File: src/dlcc_pkg.sv
`timescale 1ns / 1ps
// ----------------------------------------------------------------------------
// Drift lifetime charge correction: shared types and constants
// Field widths, fixed-point formats, pipeline payload types and the
// constant function that builds the 2^(2^-k) factors.
// ----------------------------------------------------------------------------
package dlcc_pkg;

    localparam int CHARGE_W  = 24;
    localparam int TIME_W    = 24;
    localparam int LT_W      = 24;
    localparam int FRAC_W    = 16;
    localparam int Q_W       = 22;
    localparam int M_W       = 31;
    localparam int L2E_W     = 31;
    localparam int N_W       = 8;
    localparam int CFG_IDX_W = 3;
    localparam int NUM_W     = TIME_W + FRAC_W + 2;

    localparam logic [Q_W-1:0]   X_LIMIT   = Q_W'(32 << FRAC_W);
    localparam logic [L2E_W-1:0] LOG2E_Q30 = 31'd1549082005;
    localparam logic [M_W-1:0]   ONE_Q30   = M_W'(1 << 30);

    typedef enum logic [CFG_IDX_W-1:0] {
        REG_EAST_EAST = 3'd0,
        REG_EAST_WEST = 3'd1,
        REG_WEST_EAST = 3'd2,
        REG_WEST_WEST = 3'd3
    } cfg_idx_t;

    typedef struct packed {
        logic        [CHARGE_W-1:0] charge_density;
        logic        [1:0]          cryostat;
        logic        [1:0]          tpc_number;
        logic signed [TIME_W-1:0]   hit_time;
        logic signed [TIME_W-1:0]   track_start;
    } in_t;

    typedef struct packed {
        logic [CHARGE_W-1:0] corrected_charge;
        logic                lifetime_applied;
        logic                saturated;
    } out_t;

    typedef struct packed {
        logic [CHARGE_W-1:0] charge;
        logic                apply;
        logic                neg;
    } side_t;

    typedef struct packed {
        side_t                 side;
        logic signed [N_W-1:0] exp_int;
    } exp_side_t;

    function automatic logic [63:0] isqrt64(input logic [63:0] v);
        logic [63:0] r;
        logic [63:0] b;
        logic [63:0] x;
        r = 64'd0;
        x = v;
        b = 64'h4000_0000_0000_0000;
        for (int i = 0; i < 32; i++) begin
            if (x >= r + b) begin
                x = x - (r + b);
                r = (r >> 1) + b;
            end else begin
                r = r >> 1;
            end
            b = b >> 2;
        end
        return r;
    endfunction

    function automatic logic [M_W-1:0] exp2_root(input int k);
        logic [63:0] c;
        c = 64'd1 << 31;
        for (int j = 0; j < k; j++) begin
            c = isqrt64(c << 30);
        end
        return M_W'(c);
    endfunction

endpackage

File: src/dlcc_div.sv
`timescale 1ns / 1ps
// ----------------------------------------------------------------------------
// Pipelined restoring divider
// Rounded drift-over-lifetime ratio, one quotient bit per stage, clamped.
// ----------------------------------------------------------------------------
module dlcc_div (
    input  logic                      aclk,
    input  logic                      aresetn,
    input  logic                      en,
    input  logic                      in_valid,
    input  logic [dlcc_pkg::NUM_W-1:0] in_num,
    input  logic [dlcc_pkg::LT_W-1:0] in_tau,
    input  dlcc_pkg::side_t           in_side,
    output logic                      out_valid,
    output logic [dlcc_pkg::Q_W-1:0]  out_quo,
    output dlcc_pkg::side_t           out_side
);
    import dlcc_pkg::*;

    localparam int R0_W  = NUM_W - Q_W;
    localparam int CMP_W = (R0_W > LT_W) ? R0_W : LT_W;

    logic            valid_reg [0:Q_W];
    logic [LT_W-1:0] rem_reg   [0:Q_W];
    logic [Q_W-1:0]  low_reg   [0:Q_W];
    logic [Q_W-1:0]  quo_reg   [0:Q_W];
    logic            ovf_reg   [0:Q_W];
    logic [LT_W-1:0] tau_reg   [0:Q_W];
    side_t           side_reg  [0:Q_W];

    logic [R0_W-1:0] hi;
    logic            ovf_next;

    assign hi       = in_num[NUM_W-1:Q_W];
    assign ovf_next = CMP_W'(hi) >= CMP_W'(in_tau);

    always_ff @(posedge aclk) begin
        if (!aresetn) begin
            valid_reg[0] <= 1'b0;
        end else if (en) begin
            valid_reg[0] <= in_valid;
        end
    end

    always_ff @(posedge aclk) begin
        if (en) begin
            rem_reg[0]  <= LT_W'(hi);
            low_reg[0]  <= in_num[Q_W-1:0];
            quo_reg[0]  <= '0;
            ovf_reg[0]  <= ovf_next;
            tau_reg[0]  <= in_tau;
            side_reg[0] <= in_side;
        end
    end

    for (genvar k = 1; k <= Q_W; k++) begin : g_stage
        logic [LT_W:0]   trial;
        logic            ge;
        logic [LT_W-1:0] rem_next;
        logic [Q_W-1:0]  quo_next;

        always_comb begin
            trial    = {rem_reg[k-1], low_reg[k-1][Q_W-k]};
            ge       = trial >= (LT_W+1)'(tau_reg[k-1]);
            rem_next = ge ? LT_W'(trial - (LT_W+1)'(tau_reg[k-1])) : trial[LT_W-1:0];
            quo_next = quo_reg[k-1];
            quo_next[Q_W-k] = ge;
        end

        always_ff @(posedge aclk) begin
            if (!aresetn) begin
                valid_reg[k] <= 1'b0;
            end else if (en) begin
                valid_reg[k] <= valid_reg[k-1];
            end
        end

        always_ff @(posedge aclk) begin
            if (en) begin
                rem_reg[k]  <= rem_next;
                low_reg[k]  <= low_reg[k-1];
                quo_reg[k]  <= quo_next;
                ovf_reg[k]  <= ovf_reg[k-1];
                tau_reg[k]  <= tau_reg[k-1];
                side_reg[k] <= side_reg[k-1];
            end
        end
    end

    assign out_valid = valid_reg[Q_W];
    assign out_quo   = (ovf_reg[Q_W] || (quo_reg[Q_W] > X_LIMIT)) ? X_LIMIT : quo_reg[Q_W];
    assign out_side  = side_reg[Q_W];

endmodule

File: config.mk
export PLATFORM = sky130hd
export DESIGN_NAME = dlcc_div
export DESIGN_NICKNAME = d
export VERILOG_FILES = /design/src/dlcc_pkg.sv /design/src/dlcc_div.sv
export SDC_FILE = /design/constraint.sdc
export NUM_CORES = 2
export LEC_CHECK = 0
export ABC_AREA = 0
export CORE_MARGIN = 3
export CORE_UTILIZATION = 58
export DETAILED_ROUTE_END_ITERATION = 16
export DONT_BUFFER_PORTS = 1
export GPL_TIMING_DRIVEN = 0
export PLACE_DENSITY = 0.77
export SETUP_SLACK_MARGIN = 0.5
export SKIP_CTS_REPAIR_TIMING = 1
export SYNTH_ARGS = -nofsm -noshare
export SYNTH_HDL_FRONTEND = slang
export SYNTH_SLANG_ARGS = --single-unit
File: constraint.sdc
create_clock -name aclk -period 2.91 [get_ports aclk]
set_input_delay 0.582 -clock aclk [delete_from_list [all_inputs] [get_ports aclk]]
set_output_delay 0.582 -clock aclk [all_outputs]
set_load 0.03 [all_outputs]
Word-level counts from Yosys, hierarchy flattened
Memories as Yosys holds them, arrays and structs flattened.
Cells that the tools add are included.
{ "totals": {"inputBits": 96, "memories": 7, "regBits": 0, "output_inout_bits": 49, "mem_bits_rw": 2760, "word_cells": 128} }
{ "mem_list": {"columns": ["memory", "words", "width", "rd", "rd_ports_with_merged_regs", "write_ports", "line", "text"], "rows": [
  ["side_reg", 23, 26, 23, 0, 23, "dlcc_div.sv:29", "side_t side_reg [0:Q_W];"],
  ["rem_reg", 23, 24, 22, 0, 23, "dlcc_div.sv:24", "logic [LT_W-1:0] rem_reg [0:Q_W];"],
  ["tau_reg", 23, 24, 22, 0, 23, "dlcc_div.sv:28", "logic [LT_W-1:0] tau_reg [0:Q_W];"],
  ["low_reg", 23, 22, 22, 0, 23, "dlcc_div.sv:25", "logic [Q_W-1:0] low_reg [0:Q_W];"],
  ["quo_reg", 23, 22, 23, 0, 23, "dlcc_div.sv:26", "logic [Q_W-1:0] quo_reg [0:Q_W];"],
  ["ovf_reg", 23, 1, 23, 0, 23, "dlcc_div.sv:27", "logic ovf_reg [0:Q_W];"],
  ["+1 memories", null, null, null, null, null, null, null]
]} }
{ "op_classes": {"n_reduce_logical": 1, "addsub": 22, "muxes": 51, "bitwise": 23, "order_cmp": 24} }
{ "ops": {"columns": ["cell", "count"], "rows": [
  ["$ge A25 B24 Y1", 22],
  ["$mux W24", 22],
  ["$sub A24 B24 Y24", 22],
  ["$mux W1", 28],
  ["$ge A20 B24 Y1", 1],
  ["$or A1 B1 Y1", 23],
  ["$gt A22 B22 Y1 const B", 1],
  ["$mux W22", 1],
  ["$logic_or A1 B1 Y1", 1]
]} }

Longest topological paths before layout
{ "depth": {"word_depth": 4, "mapped_depth": 14, "depth_no_buf": 12} }

Worst setup path before layout
Ideal clock, no wire load.
{ "synth_path": {"path_kind": "reg2reg", "start": "mem tau_reg[8][1], in the netlist tau_reg[1][1]", "end": "mem rem_reg[9][17], in the netlist rem_reg[1][41] (data pin)", "period_less_slack_ns": 3.142, "arrival_time_ns": 2.883, "required_time_ns": 2.650, "setup_slack_ns": -0.232, "path_stages_with_launch": 13, "setup_ns": 0.260, "n_path_buf": 1, "path_cell_list": "edfxtp_1 > inv_1 > ha_1 > nor2b_1 > o211ai_1 > nand3_1 > a21oi_2 > o31ai_1 > o31ai_2 > a2111oi_2 > nor4_4 > buf_4 > mux2_2"} }
{ "synth_lines": {"columns": ["element", "line"], "rows": [
  ["start, declared", "dlcc_div.sv:28"],
  ["end, declared", "dlcc_div.sv:24"]
]} }

==> key figures <==
Run status
  • Outcome: finished with violations
  • Violated checks: hold timing, setup timing

Floorplanning
  • Initial Util: 58.7%
  • # rows: 151
  • Die Area: 0.178 mm²
  • Die Width: 422 µm
  • Die height: 422 µm
  • Number of I/O pins: 145
  • Core area: 0.171 mm²

Placed design
  • Estimated wirelength of the detail-placed design: 138 mm
  • GP Congestion: 0.932
  • Dpl cell area: 0.105 mm²
  • Port bufs: 0

Drt
  • DR pass1 iterations: 6
  • Drt drc: 0
  • DR iter-0 viols: 5,025
  • Routed length per instance: 20.8 µm
  • Final wirelength: 216 mm
  • Routed vias: 59,286
  • Routed Antenna Nets: 0
  • Vias per Instance: 5.73

STA
  • Max Clk Rate: 0.281 GHz
  • Post-layout minimum cycle time: 3560 ps
  • Headroom to the max-slew limit: 23.4%
  • Final worst slack: -645 ps
  • Slew Limit Fails: 0
  • Skew final: 59.6 ps
  • Fin. Hold Viols: 102
  • Fin crit share: 122%
  • Worst slew pin tran: 1150 ps
  • RSZ-0062 raised after global routing: true
  • Min Hold Slack: -158 ps
  • Final setup viols: 510

Pwr
  • Pwr dens: 1090 mW/mm²
  • Peak supply drop: 0.000776 V
  • Lkg Pwr: 0.0477 µW

Global routing
  • GRT Util Overall: 22.0%
  • Global-route wire length before repair: 308 mm
  • Initial antenna violation count: 2
  • GRT met1 Usage: 30.0%
  • Most Crowded Layer GR: met2
  • Grt ovf: 0
  • Vias in the first global route: 55,816
  • Met2 GRT Util: 36.5%
  • Met3 Use GR: 3.02%
  • Largest net degree at the start of global routing: 300

CTS
  • Sink Count: 2,202
  • Clock Tree Root: clkbuf_16
  • TritonCTS clock tree: done
  • Num CTS Buffers: 218
  • CTS max path bufs: 3
  • H-tree depth: 4
  • Worst skew pair latency: 860 ps
  • Reg clk slew, reported paths: 60 ps

Synthesis
  • Share of flip-flops with an asynchronous set or reset: 0%
  • Synthesized instance count: 7,151
  • Top_reg_cell synth: edfxtp_1
  • Syn_area_per_cell: 14.0 µm²
  • YS warnings: 0
  • Post-Syn Area: 0.100 mm²
  • Seq/Total Area, Yosys: 66.0%
  • Seq cells post-synth: 2,202
  • Post-synth EDFFs: 2,201
  • Net Count, Synth: 7,813
  • Library cells used by synthesis: 97

Critical path
  • Crit start category: register
  • Critical Path AT: 2970 ps
  • CP Class: register to primary output
  • Worst Setup End Kind: primary output
  • Worst Path Max Fanout: 10
  • Worst path required time: 2330 ps

Finish
  • Commonest cells after routing, fill and taps aside: edfxtp_1 (2,201), inv_1 (649), ha_1 (422), nor2_1 (339), a21oi_1 (325)
  • Ratio of cells with drive above 1 in the final layout: 23.1%
  • Number of flip-flops in the largest register: 598
  • Layout area overhead: 21.2%
  • Post-route cell area: 0.121 mm²
  • Nets: 8,535
  • Most common cell after layout, fill and taps aside: edfxtp_1

Run
  • Max_cap viols: 0

Hold path
  • HP Class: primary input to register
-- cells by family after synthesis --
kind of cell	share of synthesized area (%)
DFF	66.0
AOI/OAI and AO/OA	9.70
and+or+nand+nor	6.60
buffers and inverters	3.32
adders and majority gates	7.22
xor gates and xnor gates	3.26
muxes	3.94
-- worst max-delay path, cell delays in order, from the launching register on --
cell and delay (ps):
edfxtp_1 420, nor4_4 510, nand4_1 320, o41ai_4 370
buf_6 170, buf_12 140, and2_4 200
-- area by class of cell --
| class | count | area (µm²) |
|---|---|---|
| Clock inverter | 156 | 1910 |
| Sequential cell | 2202 | 66100 |
| Clock buffer | 249 | 5590 |
| Antenna cell | 1 | 2.50 |
| Inverter | 689 | 2600 |
| Buffer | 136 | 1580 |
| Timing Repair Buffer | 501 | 5290 |
| Fill cell | 10953 | 49200 |
| Multi-Input combinational cell | 4125 | 35500 |
| Tap cell | 2295 | 2870 |
-- routing by layer --
layer	up-vias	part of all wire, %
li1	28177	-
met1	29101	42
met2	1593	49
met3	415	5.0
met4	0	3.5
met5	-	0
-- final timing paths --
| kind | startpoint | endpoint | slack, ps | cells after the start |
|---|---|---|---|---|
| worst min-delay path | en | side_reg[0][0]$_DFFE_PP_ | -160 | 0 |
| worst max register to register | tau_reg[0][102]$_DFFE_PP_ | rem_reg[0][136]$_DFFE_PP_ | -560 | 12 |
| worst min register to register | low_reg[0][61]$_DFFE_PP_ | low_reg[0][83]$_DFFE_PP_ | 380 | 0 |
| worst max-delay path | quo_reg[2][152]$_DFFE_PP_ | out_quo[19] | -650 | 6 |
-- Yosys cell counts (79+ instances only) --
cell / number / share of area, %
nor3_1: 94 / 0.47
a21oi_1: 406 / 2.0
xnor2_1: 242 / 2.1
nor2_1: 369 / 1.4
edfxtp_1: 2201 / 66
inv_1: 687 / 2.6
o21ai_0: 276 / 1.4
nor2b_1: 79 / 0.49
nand2_1: 346 / 1.3
nand3_1: 92 / 0.46
xor2_1: 131 / 1.1
ha_1: 545 / 6.8
mux2_2: 269 / 3.0
a21o_1: 241 / 1.8
nand4_1: 83 / 0.52
-- power breakdown --
| part | total (µW) | switching (µW) | internal (µW) |
|---|---|---|---|
| Clock | 29100 | 12200 | 16800 |
| Combinational | 57200 | 28800 | 28300 |
| Sequential | 46200 | 3470 | 42700 |
| Total | 132000 | 44500 | 87900 |
-- per-stage QoR --
step           utilization (%)  setup TNS, ps  power (µW)  setup WS, ps  instances
2_1_floorplan                -          -5730       78400          -220       7151
3_3_place_gp              61.2        -266990       88200         -1560       9446
3_5_place_dp              61.4       -1790990       89600         -3800       9455
4_1_cts                   65.8       -1115520      119000         -2890       9860
5_1_grt                   71.2        -176850      139000          -827      10353
6_report                  71.2        -128320      132000          -645      10354
Power figures use the tool's default switching activity.
